==> config.mk <==
export PLATFORM = sky130hd
export DESIGN_NAME = fsk_bit_framer_tx_unit_flat
export DESIGN_NICKNAME = d
export VERILOG_FILES = /design/src/sv/fbt_pkg.sv /design/src/sv/fbt_in_if.sv /design/src/sv/fbt_out_if.sv /design/src/sv/fbt_front.sv /design/src/sv/fbt_queue.sv /design/src/sv/fbt_back.sv /design/src/sv/fsk_bit_framer_tx_unit.sv /design/src/flat_wrapper.sv
export SDC_FILE = /design/constraint.sdc
export NUM_CORES = 1
export LEC_CHECK = 0
export BUFFER_PORTS_ARGS = -buffer_cell sky130_fd_sc_hd__buf_2
export CAP_MARGIN = 20
export CORE_UTILIZATION = 49
export CTS_CLUSTER_SIZE = 40
export DETAILED_ROUTE_END_ITERATION = 6
export GPL_ROUTABILITY_DRIVEN = 0
export PLACE_DENSITY_LB_ADDON = 0.3
export SYNTH_ARGS = -nofsm -noshare
export SYNTH_HDL_FRONTEND = slang
export SYNTH_HIERARCHICAL = 1
export SYNTH_SLANG_ARGS = --single-unit
==> constraint.sdc <==
create_clock -name clk -period 2.6 [get_ports clk]
set_input_delay 0.26 -clock clk [delete_from_list [all_inputs] [get_ports clk]]
set_output_delay 0.26 -clock clk [all_outputs]
set_load 0.02 [all_outputs]
==> src/sv/fbt_pkg.sv <==
`timescale 1ns / 1ps
`default_nettype none
// -----------------------------------------------------------------------------
// fbt_pkg
// Shared types, codes and tone tables of the FSK bit framer transmitter.
// -----------------------------------------------------------------------------
package fbt_pkg;

  // Item kinds on the input channel
  typedef enum logic [2:0] {
    FUNC_RAW   = 3'd0,
    FUNC_ASYNC = 3'd1,
    FUNC_SYNC  = 3'd2,
    FUNC_FLAG  = 3'd3,
    FUNC_ABORT = 3'd4
  } fbt_func_t;

  // Mode register codes
  typedef enum logic [1:0] {
    MODE_V21_ORIG = 2'd0,
    MODE_V21_ANS  = 2'd1,
    MODE_V23_ORIG = 2'd2,
    MODE_V23_ANS  = 2'd3
  } fbt_mode_t;

  localparam int unsigned SAMPLE_RATE_DEF = 9600;

  localparam int unsigned BAUD_V21     = 300;
  localparam int unsigned BAUD_V23_ORIG = 75;
  localparam int unsigned BAUD_V23_ANS = 1200;

  localparam int unsigned SAMP_MAX = 1023;

  localparam int unsigned FRAME_W = 11;  // longest frame: async character
  localparam int unsigned LEN_W   = 4;
  localparam int unsigned HIST_W  = 5;
  localparam logic [HIST_W-1:0] HIST_STUFF = 5'h1f;

  localparam logic [7:0]  OCT_FLAG   = 8'h7e;
  localparam logic [7:0]  OCT_ABORT  = 8'h7f;
  localparam logic [10:0] ASYNC_STOP = 11'h600;

  localparam int unsigned Q_DEPTH = 2;
  localparam int unsigned Q_AW    = $clog2(Q_DEPTH);

  // One framed item: bits in send order, bit 0 first
  typedef struct packed {
    logic [FRAME_W-1:0] bits;
    logic [LEN_W-1:0]   len;
    logic               stuff;
  } fbt_desc_t;

  // Serialiser status seen by the top level
  typedef struct packed {
    logic              busy;
    logic              pend_stuff;
    logic [HIST_W-1:0] hist;
  } fbt_bstat_t;

  function automatic logic [11:0] mark_hz(input logic [1:0] mode);
    logic [11:0] hz;
    case (mode)
      MODE_V21_ORIG: hz = 12'd980;
      MODE_V21_ANS:  hz = 12'd1650;
      MODE_V23_ORIG: hz = 12'd390;
      MODE_V23_ANS:  hz = 12'd1300;
      default:       hz = 12'd980;
    endcase
    return hz;
  endfunction

  function automatic logic [11:0] space_hz(input logic [1:0] mode);
    logic [11:0] hz;
    case (mode)
      MODE_V21_ORIG: hz = 12'd1180;
      MODE_V21_ANS:  hz = 12'd1850;
      MODE_V23_ORIG: hz = 12'd450;
      MODE_V23_ANS:  hz = 12'd2100;
      default:       hz = 12'd1180;
    endcase
    return hz;
  endfunction

endpackage
`default_nettype wire

==> src/sv/fbt_in_if.sv <==
`timescale 1ns / 1ps
`default_nettype none
// -----------------------------------------------------------------------------
// fbt_in_if
// Input word channel: item kind and data byte.
// -----------------------------------------------------------------------------
interface fbt_in_if;
  logic       valid;
  logic       ready;
  logic [2:0] func;
  logic [7:0] data;

  modport source (output valid, output func, output data, input ready);
  modport sink   (input valid, input func, input data, output ready);
endinterface
`default_nettype wire

==> src/sv/fbt_out_if.sv <==
`timescale 1ns / 1ps
`default_nettype none
// -----------------------------------------------------------------------------
// fbt_out_if
// Result word channel: one tone request per line bit.
// -----------------------------------------------------------------------------
interface fbt_out_if;
  logic        valid;
  logic        ready;
  logic [11:0] tone_hz;
  logic [9:0]  samples;
  logic        bit_value;
  logic        last;

  modport source (output valid, output tone_hz, output samples, output bit_value,
                  output last, input ready);
  modport sink   (input valid, input tone_hz, input samples, input bit_value,
                  input last, output ready);
endinterface
`default_nettype wire

==> src/sv/fbt_front.sv <==
`timescale 1ns / 1ps
`default_nettype none
// -----------------------------------------------------------------------------
// fbt_front
// Classify input words and turn each into a frame descriptor.
// -----------------------------------------------------------------------------
module fbt_front (
  input  wire logic         in_valid,
  input  wire logic [2:0]   in_func,
  input  wire logic [7:0]   in_data,
  output logic              push,
  output fbt_pkg::fbt_desc_t desc
);

  logic [7:0] oct;
  logic       known;

  always_comb begin
    oct   = 8'h00;
    known = 1'b1;
    desc  = '0;
    case (in_func)
      fbt_pkg::FUNC_RAW: begin
        desc.bits[0] = |in_data;
        desc.len     = fbt_pkg::LEN_W'(1);
      end
      fbt_pkg::FUNC_ASYNC: begin
        // start bit, data LSB first, two stop bits
        desc.bits = {3'b000, in_data} << 1 | fbt_pkg::ASYNC_STOP;
        desc.len  = fbt_pkg::LEN_W'(fbt_pkg::FRAME_W);
      end
      fbt_pkg::FUNC_SYNC: begin
        oct        = in_data;
        desc.stuff = 1'b1;
        desc.len   = fbt_pkg::LEN_W'(8);
      end
      fbt_pkg::FUNC_FLAG: begin
        oct      = fbt_pkg::OCT_FLAG;
        desc.len = fbt_pkg::LEN_W'(8);
      end
      fbt_pkg::FUNC_ABORT: begin
        oct      = fbt_pkg::OCT_ABORT;
        desc.len = fbt_pkg::LEN_W'(8);
      end
      default: begin
        known = 1'b0;
      end
    endcase
    // octets go out MSB first: reverse into send order
    if (in_func inside {fbt_pkg::FUNC_SYNC, fbt_pkg::FUNC_FLAG, fbt_pkg::FUNC_ABORT}) begin
      for (int i = 0; i < 8; i++) begin
        desc.bits[i] = oct[7-i];
      end
    end
  end

  // unknown kinds are taken and dropped
  assign push = in_valid && known;

endmodule
`default_nettype wire

==> src/sv/fbt_queue.sv <==
`timescale 1ns / 1ps
`default_nettype none
// -----------------------------------------------------------------------------
// fbt_queue
// Short descriptor queue between the classifier and the serialiser.
// -----------------------------------------------------------------------------
module fbt_queue (
  input  wire logic               clk,
  input  wire logic               rst_n,
  input  wire logic               push,
  input  wire fbt_pkg::fbt_desc_t push_desc,
  output logic                    full,
  output logic                    q_valid,
  output fbt_pkg::fbt_desc_t      q_desc,
  input  wire logic               pop
);

  localparam int unsigned AW = fbt_pkg::Q_AW;

  fbt_pkg::fbt_desc_t slot_r [fbt_pkg::Q_DEPTH];
  logic [AW-1:0] wr_ptr_r, wr_ptr_nxt;
  logic [AW-1:0] rd_ptr_r, rd_ptr_nxt;
  logic [AW:0]   cnt_r, cnt_nxt;
  logic          do_push, do_pop;

  assign full    = (cnt_r == (AW+1)'(fbt_pkg::Q_DEPTH));
  assign q_valid = (cnt_r != '0);
  assign q_desc  = slot_r[rd_ptr_r];
  assign do_push = push && !full;
  assign do_pop  = pop && q_valid;

  always_comb begin
    wr_ptr_nxt = do_push ? AW'(wr_ptr_r + 1'b1) : wr_ptr_r;
    rd_ptr_nxt = do_pop  ? AW'(rd_ptr_r + 1'b1) : rd_ptr_r;
    cnt_nxt    = cnt_r;
    if (do_push && !do_pop) begin
      cnt_nxt = (AW+1)'(cnt_r + 1'b1);
    end else if (do_pop && !do_push) begin
      cnt_nxt = (AW+1)'(cnt_r - 1'b1);
    end
  end

  always_ff @(posedge clk) begin
    if (!rst_n) begin
      wr_ptr_r <= '0;
      rd_ptr_r <= '0;
      cnt_r    <= '0;
    end else begin
      wr_ptr_r <= wr_ptr_nxt;
      rd_ptr_r <= rd_ptr_nxt;
      cnt_r    <= cnt_nxt;
    end
  end

  always_ff @(posedge clk) begin
    if (do_push) begin
      slot_r[wr_ptr_r] <= push_desc;
    end
  end

endmodule
`default_nettype wire

==> src/sv/fbt_back.sv <==
`timescale 1ns / 1ps
`default_nettype none
// -----------------------------------------------------------------------------
// fbt_back
// Serialise frame descriptors into tone requests, with zero stuffing.
// -----------------------------------------------------------------------------
module fbt_back #(
  parameter int unsigned SAMPLE_RATE = fbt_pkg::SAMPLE_RATE_DEF
) (
  input  wire logic               clk,
  input  wire logic               rst_n,
  input  wire logic               cfg_we,
  input  wire logic [1:0]         cfg_wdata,
  input  wire logic               q_valid,
  input  wire fbt_pkg::fbt_desc_t q_desc,
  output logic                    pop,
  fbt_out_if.source               out_ch,
  output fbt_pkg::fbt_bstat_t     stat
);

  localparam int unsigned DivV21  = SAMPLE_RATE / fbt_pkg::BAUD_V21;
  localparam int unsigned DivV23O = SAMPLE_RATE / fbt_pkg::BAUD_V23_ORIG;
  localparam int unsigned DivV23A = SAMPLE_RATE / fbt_pkg::BAUD_V23_ANS;
  localparam logic [9:0] SampV21  =
    (DivV21 > fbt_pkg::SAMP_MAX) ? 10'd1023 : 10'(DivV21);
  localparam logic [9:0] SampV23O =
    (DivV23O > fbt_pkg::SAMP_MAX) ? 10'd1023 : 10'(DivV23O);
  localparam logic [9:0] SampV23A =
    (DivV23A > fbt_pkg::SAMP_MAX) ? 10'd1023 : 10'(DivV23A);

  localparam int unsigned HW = fbt_pkg::HIST_W;
  localparam int unsigned LW = fbt_pkg::LEN_W;
  localparam int unsigned FW = fbt_pkg::FRAME_W;

  logic [1:0]    mode_r, mode_nxt;
  logic [HW-1:0] hist_r, hist_nxt;
  logic          busy_r, busy_nxt;
  logic          pend_r, pend_nxt;
  logic          stuff_r, stuff_nxt;
  logic [FW-1:0] sh_r, sh_nxt;
  logic [LW-1:0] rem_r, rem_nxt;
  logic          ov_r, ov_nxt;
  logic [11:0]   hz_r, hz_nxt;
  logic [9:0]    samp_r, samp_nxt;
  logic          bit_r, bit_nxt;
  logic          last_r, last_nxt;

  logic          emit, lastb, bitv, stuff_hit;
  logic [HW-1:0] hist_sh;
  logic [9:0]    samp_cur;

  always_comb begin
    case (mode_r)
      fbt_pkg::MODE_V21_ORIG: samp_cur = SampV21;
      fbt_pkg::MODE_V21_ANS:  samp_cur = SampV21;
      fbt_pkg::MODE_V23_ORIG: samp_cur = SampV23O;
      fbt_pkg::MODE_V23_ANS:  samp_cur = SampV23A;
      default:                samp_cur = SampV21;
    endcase
  end

  assign emit = busy_r && (!ov_r || out_ch.ready);
  assign pop  = !busy_r && q_valid;

  assign bitv      = pend_r ? 1'b0 : sh_r[0];
  assign hist_sh   = {hist_r[HW-2:0], bitv};
  assign stuff_hit = !pend_r && stuff_r && (hist_sh == fbt_pkg::HIST_STUFF);
  assign lastb     = pend_r ? (rem_r == '0) : ((rem_r == LW'(1)) && !stuff_hit);

  always_comb begin
    mode_nxt  = mode_r;
    hist_nxt  = hist_r;
    busy_nxt  = busy_r;
    pend_nxt  = pend_r;
    stuff_nxt = stuff_r;
    sh_nxt    = sh_r;
    rem_nxt   = rem_r;
    ov_nxt    = ov_r;
    hz_nxt    = hz_r;
    samp_nxt  = samp_r;
    bit_nxt   = bit_r;
    last_nxt  = last_r;

    if (pop) begin
      sh_nxt    = q_desc.bits;
      rem_nxt   = q_desc.len;
      stuff_nxt = q_desc.stuff;
      pend_nxt  = 1'b0;
      busy_nxt  = 1'b1;
    end

    if (emit) begin
      hist_nxt = hist_sh;
      pend_nxt = stuff_hit;
      if (!pend_r) begin
        sh_nxt  = sh_r >> 1;
        rem_nxt = LW'(rem_r - 1'b1);
      end
      busy_nxt = !lastb;
      ov_nxt   = 1'b1;
      hz_nxt   = bitv ? fbt_pkg::mark_hz(mode_r) : fbt_pkg::space_hz(mode_r);
      samp_nxt = samp_cur;
      bit_nxt  = bitv;
      last_nxt = lastb;
    end else if (out_ch.ready) begin
      ov_nxt = 1'b0;
    end

    // mode write clears the history and any pending stuffed zero
    if (cfg_we) begin
      mode_nxt = cfg_wdata;
      hist_nxt = '0;
      pend_nxt = 1'b0;
    end
  end

  always_ff @(posedge clk) begin
    if (!rst_n) begin
      mode_r <= fbt_pkg::MODE_V21_ORIG;
      hist_r <= '0;
      busy_r <= 1'b0;
      pend_r <= 1'b0;
      ov_r   <= 1'b0;
    end else begin
      mode_r <= mode_nxt;
      hist_r <= hist_nxt;
      busy_r <= busy_nxt;
      pend_r <= pend_nxt;
      ov_r   <= ov_nxt;
    end
  end

  always_ff @(posedge clk) begin
    stuff_r <= stuff_nxt;
    sh_r    <= sh_nxt;
    rem_r   <= rem_nxt;
    hz_r    <= hz_nxt;
    samp_r  <= samp_nxt;
    bit_r   <= bit_nxt;
    last_r  <= last_nxt;
  end

  assign out_ch.valid     = ov_r;
  assign out_ch.tone_hz   = hz_r;
  assign out_ch.samples   = samp_r;
  assign out_ch.bit_value = bit_r;
  assign out_ch.last      = last_r;

  assign stat.busy       = busy_r;
  assign stat.pend_stuff = pend_r;
  assign stat.hist       = hist_r;

endmodule
`default_nettype wire

==> src/sv/fsk_bit_framer_tx_unit.sv <==
`timescale 1ns / 1ps
`default_nettype none
// -----------------------------------------------------------------------------
// fsk_bit_framer_tx_unit
// Bit framer for a V.21 / V.23 FSK transmitter with HDLC zero stuffing.
// -----------------------------------------------------------------------------
// Usage:
//   in_ch  : one word per item (func, data). Raw bit, async character,
//            stuffed sync octet, flag or abort. Unknown kinds are taken and
//            dropped without any result.
//   out_ch : one word per line bit: tone frequency, duration in samples,
//            the bit itself and a last marker on the final bit of an item.
//   cfg_we / cfg_wdata : write the mode; a write also clears the shared
//            five-bit history. Write only while the block is idle.
// Timing:
//   An accepted word reaches the descriptor queue in the same cycle; the
//   serialiser loads it once idle and registers the first result on out_ch.
//   The serialiser then gives one bit per cycle while out_ch is not stalled,
//   and loads a new item only after the last bit of the one before. An item
//   is one raw bit, an 11-bit async character or a sync octet plus stuffed
//   zeros. The serialiser sets the bit rate.
//   The input side keeps taking words until the two-entry queue is full.
// Reset: rst_n, synchronous, active low; clears mode to V.21 originate, the
//   history, the queue and the output valid flag.
// Stall: a stalled receiver holds the output word; the serialiser holds,
//   the queue fills and in_ch.ready drops once it is full.
// -----------------------------------------------------------------------------
module fsk_bit_framer_tx_unit #(
  parameter int unsigned SAMPLE_RATE = fbt_pkg::SAMPLE_RATE_DEF
) (
  input  wire logic       clk,
  input  wire logic       rst_n,
  input  wire logic       cfg_we,
  input  wire logic [1:0] cfg_wdata,
  fbt_in_if.sink          in_ch,
  fbt_out_if.source       out_ch
);

  logic                push;
  logic                q_full;
  logic                q_valid;
  logic                pop;
  fbt_pkg::fbt_desc_t  push_desc;
  fbt_pkg::fbt_desc_t  q_desc;
  fbt_pkg::fbt_bstat_t bstat;

  // front: classify and frame; hold input while the queue is full
  assign in_ch.ready = !q_full;

  fbt_front u_front (
    .in_valid (in_ch.valid),
    .in_func  (in_ch.func),
    .in_data  (in_ch.data),
    .push     (push),
    .desc     (push_desc)
  );

  fbt_queue u_queue (
    .clk       (clk),
    .rst_n     (rst_n),
    .push      (push),
    .push_desc (push_desc),
    .full      (q_full),
    .q_valid   (q_valid),
    .q_desc    (q_desc),
    .pop       (pop)
  );

  // back: serialise, stuff, map to tones
  fbt_back #(
    .SAMPLE_RATE (SAMPLE_RATE)
  ) u_back (
    .clk       (clk),
    .rst_n     (rst_n),
    .cfg_we    (cfg_we),
    .cfg_wdata (cfg_wdata),
    .q_valid   (q_valid),
    .q_desc    (q_desc),
    .pop       (pop),
    .out_ch    (out_ch),
    .stat      (bstat)
  );

  // a mode write leaves the history clear
  a_cfg_clears_hist: assert property (@(posedge clk) disable iff (!rst_n)
    cfg_we |=> (bstat.hist == '0))
    else $error("history not cleared after mode write");

  // a stuffed zero is only pending right after five ones
  a_pend_after_ones: assert property (@(posedge clk) disable iff (!rst_n)
    bstat.pend_stuff |-> (bstat.hist == fbt_pkg::HIST_STUFF))
    else $error("stuffed zero pending without five ones");

  // an idle serialiser has no stuffed zero left over
  a_idle_no_pend: assert property (@(posedge clk) disable iff (!rst_n)
    !bstat.busy |-> !bstat.pend_stuff)
    else $error("stuffed zero lost at end of item");

  // the serialiser only loads while idle
  a_pop_when_idle: assert property (@(posedge clk) disable iff (!rst_n)
    pop |-> (!bstat.busy && q_valid))
    else $error("queue popped while serialiser busy");

endmodule
`default_nettype wire
==> src/flat_wrapper.sv <==
// flat-port wrapper written by rule: the top's interface ports become plain ports
module fsk_bit_framer_tx_unit_flat 
#(
  parameter int unsigned SAMPLE_RATE = fbt_pkg::SAMPLE_RATE_DEF
)
  (clk, rst_n, cfg_we, cfg_wdata, in_ch_valid, in_ch_func, in_ch_data, in_ch_ready, out_ch_valid, out_ch_tone_hz, out_ch_samples, out_ch_bit_value, out_ch_last, out_ch_ready);
  fbt_in_if in_ch_i ();
  fbt_out_if out_ch_i ();
  input  wire logic clk;
  input  wire logic rst_n;
  input  wire logic cfg_we;
  input  wire logic [1:0] cfg_wdata;
  input wire logic [$bits(in_ch_i.valid)-1:0] in_ch_valid;
  input wire logic [$bits(in_ch_i.func)-1:0] in_ch_func;
  input wire logic [$bits(in_ch_i.data)-1:0] in_ch_data;
  output wire logic [$bits(in_ch_i.ready)-1:0] in_ch_ready;
  output wire logic [$bits(out_ch_i.valid)-1:0] out_ch_valid;
  output wire logic [$bits(out_ch_i.tone_hz)-1:0] out_ch_tone_hz;
  output wire logic [$bits(out_ch_i.samples)-1:0] out_ch_samples;
  output wire logic [$bits(out_ch_i.bit_value)-1:0] out_ch_bit_value;
  output wire logic [$bits(out_ch_i.last)-1:0] out_ch_last;
  input wire logic [$bits(out_ch_i.ready)-1:0] out_ch_ready;
  assign in_ch_i.valid = in_ch_valid;
  assign in_ch_i.func = in_ch_func;
  assign in_ch_i.data = in_ch_data;
  assign in_ch_ready = in_ch_i.ready;
  assign out_ch_valid = out_ch_i.valid;
  assign out_ch_tone_hz = out_ch_i.tone_hz;
  assign out_ch_samples = out_ch_i.samples;
  assign out_ch_bit_value = out_ch_i.bit_value;
  assign out_ch_last = out_ch_i.last;
  assign out_ch_i.ready = out_ch_ready;
  fsk_bit_framer_tx_unit #(.SAMPLE_RATE(SAMPLE_RATE)) u_core (.clk(clk), .rst_n(rst_n), .cfg_we(cfg_we), .cfg_wdata(cfg_wdata), .in_ch(in_ch_i), .out_ch(out_ch_i));
endmodule
==> reports/metrics.csv, run 1 <==
stage;metric;value;unit
clock_network;TritonCTS Buffers;9;
worst_setup_path;endpoint class of the critical path;flip-flop;
clock_network;clock latency at the later pin of the worst-skew pair;0.34;ns
routing;residual DRC count;0;
pwr;Max VDD drop;0.000530;V
clock_network;Hold Buf Count CTS;0;
final_layout;register area;0.00205;sq mm
final_layout;commonest non-fill, non-tap cell in the layout;edfxtp_1;
logic_synthesis;Ys Warns;6;
final_layout;# diodes;0;
worst_setup_path;Critical Path Fanout Max;11;
worst_setup_path;CP max-delay cell;dfxtp_1;
routing;DR vias/cell;5.03;
routing;WL/cell;13.5;um
worst_setup_path;Register-to-Register Path Depth;7;
routing;detailed router's first-iteration violation count;94;
floorplan;Die X;87.4;um
worst_setup_path;Crit Reg-Reg Startpoint;u_core/u_queue/cnt_r[0];
clock_network;H-Tree Level Count;3;
final_layout;final net count;342;
floorplan;core area;0.00691;sq mm
floorplan;chip height;87.4;um
pwr;pwr dens;999;mW/mm^2
grt;first-pass GRT wire length;9250;um
clock_network;CTS tree;done;
routing;DRT Wirelength;5610;um
sta;setup TNS;0;ns
worst_setup_path;Critical Path AT;2.17;ns
worst_setup_path;CP max stage delay;0.35;ns
worst_setup_path;FF-to-FF End;u_core/u_queue/cnt_r[1];
worst_hold_path;Hold Startpoint;cfg_wdata[1];
worst_setup_path;WP buf/inv;1;
sta;RSZ-0062 raised after global routing;no;
grt;pin count of the biggest net entering global routing;23;
grt;Overflow after GRT;0;
logic_synthesis;cell count after synthesis;282;
grt;vias in the first global route;1932;
placement;post-DP HPWL;3880;um
worst_setup_path;cell family with the largest share of critical-path delay;simple AND/OR/NAND/NOR gates;
clock_network;PostCTS Resize Cnt;0;
worst_setup_path;critical-path cell list;or2_2 -> nand2b_1 -> inv_4 -> o21ai_1 -> ha_1 -> or3_1 -> a21boi_1;
placement;pre-CTS setup slack;0.590;ns
floorplan;Starting Density;51.8;%
worst_setup_path;crit path kind;reg2reg;
pwr;Leakage Power;1.54;nW
sta;Final Hold Viols;0;
final_layout;# fillers;604;
floorplan;num rows;30;
clock_network;post-CTS setup buffer count;0;
sta;Final setup violation count;0;
sta;Final period util;72.9;%
routing;Final ANT Viol Nets;0;
clock_network;Clock transition at path regs;0.08;ns
worst_setup_path;internal reg-to-reg setup slack;0.70;ns
worst_hold_path;Endpoint, Worst Hold;u_core/u_back/mode_r[1];
floorplan;Ports;44;
worst_setup_path;crit start category;flip-flop;
sta;Max Slew Vio Count;0;
worst_setup_path;CP Data Required Time;2.87;ns
final_layout;commonest cells after routing, fill and taps aside;edfxtp_1, buf_2, dfxtp_1;
pwr;overall power;3.93;mW
clock_network;root buffer cell;clkbuf_8;
placement;input/output buffers;35;
routing;1st-pass router iterations;4;
final_layout;share of post-route cells with drive strength above 1;27.9;%
clock_network;Clock Sinks;78;
sta;Fmax achieved;0.527;GHz
grt;all-layer global routing usage;16.3;%
final_layout;P&R area growth vs syn;9.94;%
sta;WHS;0.185;ns
sta;Max-slew headroom;48.7;%
logic_synthesis;Avg Cell Area, Syn;12.7;sq um
sta;Setup WS post-layout;0.703;ns
worst_hold_path;Hold Crit Depth;3;
sta;Worst Tran Pin Value;0.769;ns
worst_hold_path;path type of the worst min-delay path;in2reg;
flow_run;Max Cap Viol;0;
clock_network;CTS max path bufs;2;
floorplan;die area;0.00764;sq mm
grt;initial antenna violation count;0;
run_status;status;finished clean;
final_layout;Multi-input gate area;0.00133;sq mm
sta;Tmin final;1.90;ns
routing;Vias;2089;
final_layout;fin util;56.9;%
sta;skew final;0.00432;ns
logic_synthesis;Syn Std Cell Area;0.00358;sq mm
area by class of cell:
type / instances / share of cell area (%)
clock inverters: 6 / 1.59
clock buffers: 10 / 3.25
multi-input cells: 176 / 33.8
well taps: 96 / 3.06
flip-flops and latches: 78 / 52.2
repair buffers: 38 / 5.03
inverters: 11 / 1.11
tightest hold or removal path, stage by stage:
cell	delay, ns
buf_2	0.08
mux2i_1	0.06
nor2b_1	0.09
worst max path at each step:
stage	startpoint	end	depth (start not counted)
detailed placement	in_ch_func[2]	u_core/u_queue/cnt_r[1]	8
global route	u_core/u_queue/cnt_r[1]	u_core/u_queue/cnt_r[1]	7
CTS	u_core/u_queue/cnt_r[0]	u_core/u_queue/cnt_r[1]	7
floorplan	in_ch_func[1]	u_core/u_queue/slot_r[0][0]	5
finish	u_core/u_queue/cnt_r[0]	u_core/u_queue/cnt_r[1]	7
global placement	in_ch_func[2]	u_core/u_queue/cnt_r[1]	8
metal layers:
| layer | up-vias | share of wire (%) | track usage (%) |
|---|---|---|---|
| li1 | 1056 | - | - |
| met1 | 976 | 48 | 21.0 |
| met2 | 48 | 47 | 25.9 |
| met3 | 9 | 3.3 | 3.41 |
| met4 | 0 | 2.0 | 8.94 |
| met5 | - | 0 | 0 |
where the power goes:
group | leakage [nW] | switching [mW] | internal [mW] | total, mW
Sequential | 0.698 | 0.164 | 1.67 | 1.83
Combinational | 0.755 | 0.701 | 0.532 | 1.23
Clock | 0.0883 | 0.422 | 0.440 | 0.862
Total | 1.54 | 1.29 | 2.64 | 3.93
stage by stage:
step | cell area [sq um] | cells
detailed placement | 3740 | 399
floorplan | 3600 | 289
global route | 3930 | 415
finish | 3930 | 415
CTS | 3930 | 415
global placement | 3740 | 399
sequential cells by signal, indices dropped and copies added, names as in the netlist, named ones only:
register                        cells
u_core/u_back/out_ch.bit_value      1
u_core/u_back/rem_r                 4
u_core/u_queue/wr_ptr_r             1
u_core/u_back/pend_r                1
u_core/u_queue/slot_r              32
u_core/u_queue/cnt_r                2
u_core/u_back/sh_r                 11
u_core/u_back/mode_r                2
u_core/u_back/out_ch.samples        3
u_core/u_back/stuff_r               1
u_core/u_back/hist_r                4
u_core/u_back/out_ch.last           1
u_core/u_back/busy_r                1
u_core/u_queue/rd_ptr_r             1
u_core/u_back/out_ch.tone_hz       11
u_core/u_back/out_ch.valid          1
Power figures use the tool's default switching activity.
==> inputs of run 2 (changes only) <==
==> constraint.sdc (replaced) <==
create_clock -name clk -period 1.9 [get_ports clk]
set_input_delay 0.19 -clock clk [delete_from_list [all_inputs] [get_ports clk]]
set_output_delay 0.19 -clock clk [all_outputs]
set_load 0.02 [all_outputs]
==> reports/metrics.csv, run 2 (synthesis results as in run 1) <==
stage;metric;value;unit
run_status;status;finished clean;
final_layout;register area;0.00205;sq mm
routing;DR vias/cell;4.97;
clock_network;TritonCTS Buffers;9;
final_layout;# diodes;0;
routing;DRT Wirelength;5490;um
final_layout;Multi-input gate area;0.00133;sq mm
clock_network;post-CTS setup buffer count;0;
clock_network;H-Tree Level Count;3;
floorplan;Starting Density;51.8;%
worst_setup_path;Critical Path Fanout Max;5;
flow_run;Max Cap Viol;0;
sta;skew final;0.00591;ns
final_layout;share of post-route cells with drive strength above 1;30.4;%
floorplan;chip height;87.4;um
floorplan;core area;0.00691;sq mm
final_layout;fin cells;425;
final_layout;P&R area growth vs syn;12.0;%
final_layout;final net count;352;
grt;Overflow after GRT;0;
placement;post-DP HPWL;3770;um
grt;initial antenna violation count;0;
clock_network;Clock Sinks;78;
placement;pre-CTS setup slack;0.0929;ns
floorplan;Die X;87.4;um
worst_setup_path;CP Data Required Time;2.17;ns
clock_network;clock latency at the later pin of the worst-skew pair;0.34;ns
pwr;pwr dens;1350;mW/mm^2
routing;Final ANT Viol Nets;0;
placement;Placed Instance Area;0.00382;sq mm
floorplan;num rows;30;
worst_setup_path;crit start category;flip-flop;
sta;Final period util;92.3;%
placement;input/output buffers;35;
sta;Final Hold Viols;0;
worst_setup_path;crit path kind;reg2reg;
worst_setup_path;WP buf/inv;1;
pwr;Max VDD drop;0.000643;V
final_layout;max FFs per register;32;
grt;pin count of the biggest net entering global routing;22;
sta;Max Slew Vio Count;0;
routing;1st-pass router iterations;5;
sta;Tmin final;1.75;ns
floorplan;Ports;44;
grt;vias in the first global route;1993;
final_layout;commonest cells after routing, fill and taps aside;edfxtp_1, buf_2, dfxtp_1;
clock_network;Hold Buf Count CTS;0;
sta;Final setup violation count;0;
worst_setup_path;Critical Path AT;2.03;ns
clock_network;root buffer cell;clkbuf_8;
worst_setup_path;cell family with the largest share of critical-path delay;simple AND/OR/NAND/NOR gates;
clock_network;CTS max path bufs;2;
final_layout;Biggest register;u_core/u_queue/slot_r;
sta;setup TNS;0;ns
final_layout;commonest non-fill, non-tap cell in the layout;edfxtp_1;
final_layout;# fillers;622;
routing;Vias;2112;
grt;all-layer global routing usage;16.4;%
worst_setup_path;CP max-delay cell;dfxtp_1;
sta;RSZ-0062 raised after global routing;no;
clock_network;Clock transition at path regs;0.07;ns
routing;detailed router's first-iteration violation count;101;
grt;first-pass GRT wire length;9340;um
worst_setup_path;critical-path cell list;or2_2 -> nand2b_1 -> inv_4 -> o21ai_2 -> ha_1 -> or3_1 -> a21boi_1;
worst_setup_path;endpoint class of the critical path;flip-flop;
placement;placed instance count;409;
worst_hold_path;path type of the worst min-delay path;in2reg;
final_layout;Final Cell Area;0.00401;sq mm
routing;WL/cell;12.9;um
floorplan;die area;0.00764;sq mm
clock_network;PostCTS Resize Cnt;0;
pwr;Leakage Power;1.60;nW
pwr;overall power;5.40;mW
sta;Setup WS post-layout;0.146;ns
clock_network;CTS tree;done;
routing;residual DRC count;0;
sta;Fmax achieved;0.570;GHz
worst_setup_path;CP max stage delay;0.36;ns
==> run 2: cell types whose count changed in the layout (fill, tap and decap cells not counted), sizes merged <==
cell	change
bufinv	-1
clkbuf	+3
clkinvlp	-2
buf	+10
==> run 2: per-stage QoR <==
step           hold WS (ns)  util [%]
6_report              0.110      58.0
5_1_grt               0.139      58.0
4_1_cts              0.0974      58.0
3_5_place_dp          0.448      55.3
3_3_place_gp          0.440      55.3
2_1_floorplan         0.308         -
==> run 2: metal layers <==
metal	GRT usage, %	share of wire (%)	up-vias
li1	-	-	1075
met1	21.2	48	971
met2	25.9	46	54
met3	2.84	4.4	12
met4	9.39	2.3	0
met5	0	0	-
==> run 2: area by class of cell <==
type / instances / share of cell area, %
Clock inverter: 3 / 0.437
Clock buffer: 13 / 4.22
Inverter: 11 / 1.09
Multi-Input combinational cell: 176 / 33.2
Timing Repair Buffer: 48 / 6.81
Tap cell: 96 / 3.00
Sequential cell: 78 / 51.2
==> run 2: power by group <==
group	switching, mW	internal (mW)	leakage (nW)
sequential	0.185	2.28	0.698
clock	0.547	0.578	0.0954
combinational	1.01	0.801	0.806
==> run 2: worst paths after layout <==
| kind | slack, ns | depth (start not counted) | end | startpoint |
|---|---|---|---|---|
| worst max-delay path | 0.15 | 7 | u_core/u_queue/cnt_r[1] | u_core/u_queue/cnt_r[0] |
| worst max register to register | 0.15 | 7 | u_core/u_queue/cnt_r[1] | u_core/u_queue/cnt_r[0] |
| worst min-delay path | 0.11 | 3 | u_core/u_back/mode_r[1] | cfg_wdata[1] |
| worst min register to register | 0.46 | 2 | u_core/u_back/sh_r[0] | u_core/u_back/sh_r[1] |
==> run 2: worst min-delay path: stages <==
cell     delay, ns
buf_2         0.08
mux2i_1       0.06
nor2b_1       0.09
==> inputs of run 3 (changes only) <==
--- a/config.mk
+++ b/config.mk
@@ -5,11 +5,11 @@
 export SDC_FILE = /design/constraint.sdc
 export NUM_CORES = 1
 export LEC_CHECK = 0
-export BUFFER_PORTS_ARGS = -buffer_cell sky130_fd_sc_hd__buf_2
 export CAP_MARGIN = 20
 export CORE_UTILIZATION = 49
 export CTS_CLUSTER_SIZE = 40
 export DETAILED_ROUTE_END_ITERATION = 6
+export DONT_BUFFER_PORTS = 1
 export GPL_ROUTABILITY_DRIVEN = 0
 export PLACE_DENSITY_LB_ADDON = 0.3
 export SYNTH_ARGS = -nofsm -noshare
==> reports/metrics.csv, run 3 (synthesis results as in run 1) <==
stage;metric;value;unit
clock_network;clock latency at the later pin of the worst-skew pair;0.34;ns
grt;all-layer global routing usage;15.5;%
routing;WL/cell;13.7;um
grt;Overflow after GRT;0;
sta;Fmax achieved;0.577;GHz
sta;Worst Tran Pin Value;0.740;ns
floorplan;Starting Density;51.8;%
grt;vias in the first global route;1854;
worst_setup_path;crit path kind;reg2reg;
sta;Max-slew headroom;50.5;%
clock_network;H-Tree Level Count;3;
grt;pin count of the biggest net entering global routing;28;
placement;Placed Instance Area;0.00360;sq mm
worst_hold_path;Hold Startpoint;cfg_wdata[1];
clock_network;Clock transition at path regs;0.08;ns
routing;DR WL met2;2410;um
clock_network;Clock Sinks;78;
routing;Vias;2008;
final_layout;Final Cell Area;0.00380;sq mm
routing;residual DRC count;0;
final_layout;commonest cells after routing, fill and taps aside;edfxtp_1, dfxtp_1, o21ai_0;
worst_setup_path;CP max-delay cell;dfxtp_1;
sta;Final setup violation count;0;
final_layout;share of post-route cells with drive strength above 1;20.0;%
final_layout;# diodes;0;
floorplan;die area;0.00764;sq mm
final_layout;Biggest register;u_core/u_queue/slot_r;
clock_network;root buffer cell;clkbuf_8;
routing;1st-pass router iterations;4;
floorplan;Die X;87.4;um
worst_hold_path;path type of the worst min-delay path;in2reg;
routing;top sig layer;met4;
routing;wire length on met1;2550;um
floorplan;core area;0.00691;sq mm
routing;DRT Wirelength;5280;um
sta;skew final;0.0123;ns
worst_setup_path;CP max stage delay;0.36;ns
sta;Max Slew Vio Count;0;
floorplan;Ports;44;
run_status;status;finished clean;
grt;first-pass GRT wire length;8800;um
grt;initial antenna violation count;0;
placement;input/output buffers;0;
pwr;pwr dens;1390;mW/mm^2
placement;post-DP HPWL;3610;um
routing;Final ANT Viol Nets;0;
sta;Final Hold Viols;0;
worst_setup_path;Critical path origin;u_core/u_queue/cnt_r[0];
routing;WL met3;205;um
worst_setup_path;crit start category;flip-flop;
final_layout;max FFs per register;32;
floorplan;num rows;30;
worst_setup_path;Critical Path AT;2.01;ns
sta;Tmin final;1.73;ns
sta;Final period util;91.3;%
worst_setup_path;Critical Path Fanout Max;5;
final_layout;final net count;313;
routing;DR vias/cell;5.20;
worst_setup_path;critical-path cell list;or2_2 -> nand2b_1 -> inv_4 -> o21ai_2 -> ha_1 -> or3_1 -> a21boi_1;
final_layout;P&R area growth vs syn;6.40;%
pwr;overall power;5.30;mW
worst_hold_path;Hold Crit Depth;2;
sta;setup TNS;0;ns
pwr;Max VDD drop;0.000543;V
routing;detailed router's first-iteration violation count;116;
sta;RSZ-0062 raised after global routing;no;
final_layout;commonest non-fill, non-tap cell in the layout;edfxtp_1;
worst_setup_path;CP Data Required Time;2.17;ns
clock_network;TritonCTS Buffers;9;
clock_network;CTS tree;done;
flow_run;Max Cap Viol;0;
worst_setup_path;Register-to-Register Path Depth;7;
clock_network;CTS max path bufs;2;
worst_setup_path;Crit Reg-Reg Startpoint;u_core/u_queue/cnt_r[0];
floorplan;chip height;87.4;um
worst_setup_path;endpoint class of the critical path;flip-flop;
pwr;Leakage Power;1.44;nW
==> run 3: changes by cell type in the layout (fill, tap and decap cells not counted), sizes merged <==
cell	delta
buf	-40
clkbuf	-4
clkinv	+3
bufinv	+1
clkinvlp	-1
dlygate4sd3	+1
inv	+1
==> run 3: final cells by class <==
type	count	area, sq um
fillers	603	3100
multi-input cells	176	1330
inverters	11	43.8
well taps	96	120
clock buffers	9	124
repair buffers	9	70.1
flip-flops and latches	78	2050
clock inverters	7	63.8
==> run 3: worst max-delay path, delay by kind of cell, from the launching register on <==
| kind | cells | cell delay [ns] |
|---|---|---|
| AO/OA/AOI/OAI | 2 | 0.20 |
| adder cells (fa/ha/maj) | 1 | 0.27 |
| buffers and inverters | 1 | 0.04 |
| flip-flops | 1 | 0.36 |
| AND/OR/NAND/NOR | 3 | 0.79 |
==> run 3: per-layer routing <==
metal | GRT usage (%) | vias to the layer above
met5 | 0 | -
met4 | 8.49 | 0
met3 | 3.98 | 10
met2 | 23.5 | 55
met1 | 20.4 | 947
li1 | - | 996
==> run 3: worst paths after layout <==
kind                                                 to  slack, ns
worst min register to register    u_core/u_back/sh_r[9]       0.46
worst max register to register  u_core/u_queue/cnt_r[1]       0.17
worst max-delay path            u_core/u_queue/cnt_r[1]       0.17
worst min-delay path            u_core/u_back/mode_r[1]       0.02
==> run 3: per-stage QoR <==
| stage | worst slack [ns] | std cells | util [%] | hold slack [ns] |
|---|---|---|---|---|
| after floorplan | 0.108 | 289 | - | 0.308 |
| after global placement | 0.168 | 368 | 52.1 | 0.311 |
| after detailed placement | 0.0959 | 368 | 52.1 | 0.314 |
| after CTS | 0.0730 | 385 | 54.9 | 0.00833 |
| after global routing | 0.0156 | 386 | 55.1 | 0.00613 |
| final | 0.166 | 386 | 55.1 | 0.0186 |
==> run 3: power breakdown <==
| part | leakage, nW | total, mW | internal (mW) | switching, mW |
|---|---|---|---|---|
| logic | 0.648 | 1.51 | 0.702 | 0.813 |
| registers | 0.698 | 2.61 | 2.29 | 0.323 |
| clock network | 0.0961 | 1.18 | 0.598 | 0.579 |
| total | 1.44 | 5.30 | 3.59 | 1.71 |
==> run 3: repair_timing <==
action | in CTS | in global routing
gates resized for setup | 0 | 1
hold buffers | 1 | 0
buffers inserted | 0 | 1
setup endpoints to repair | 0 | 1
hold endpoints to repair | 9 | 0
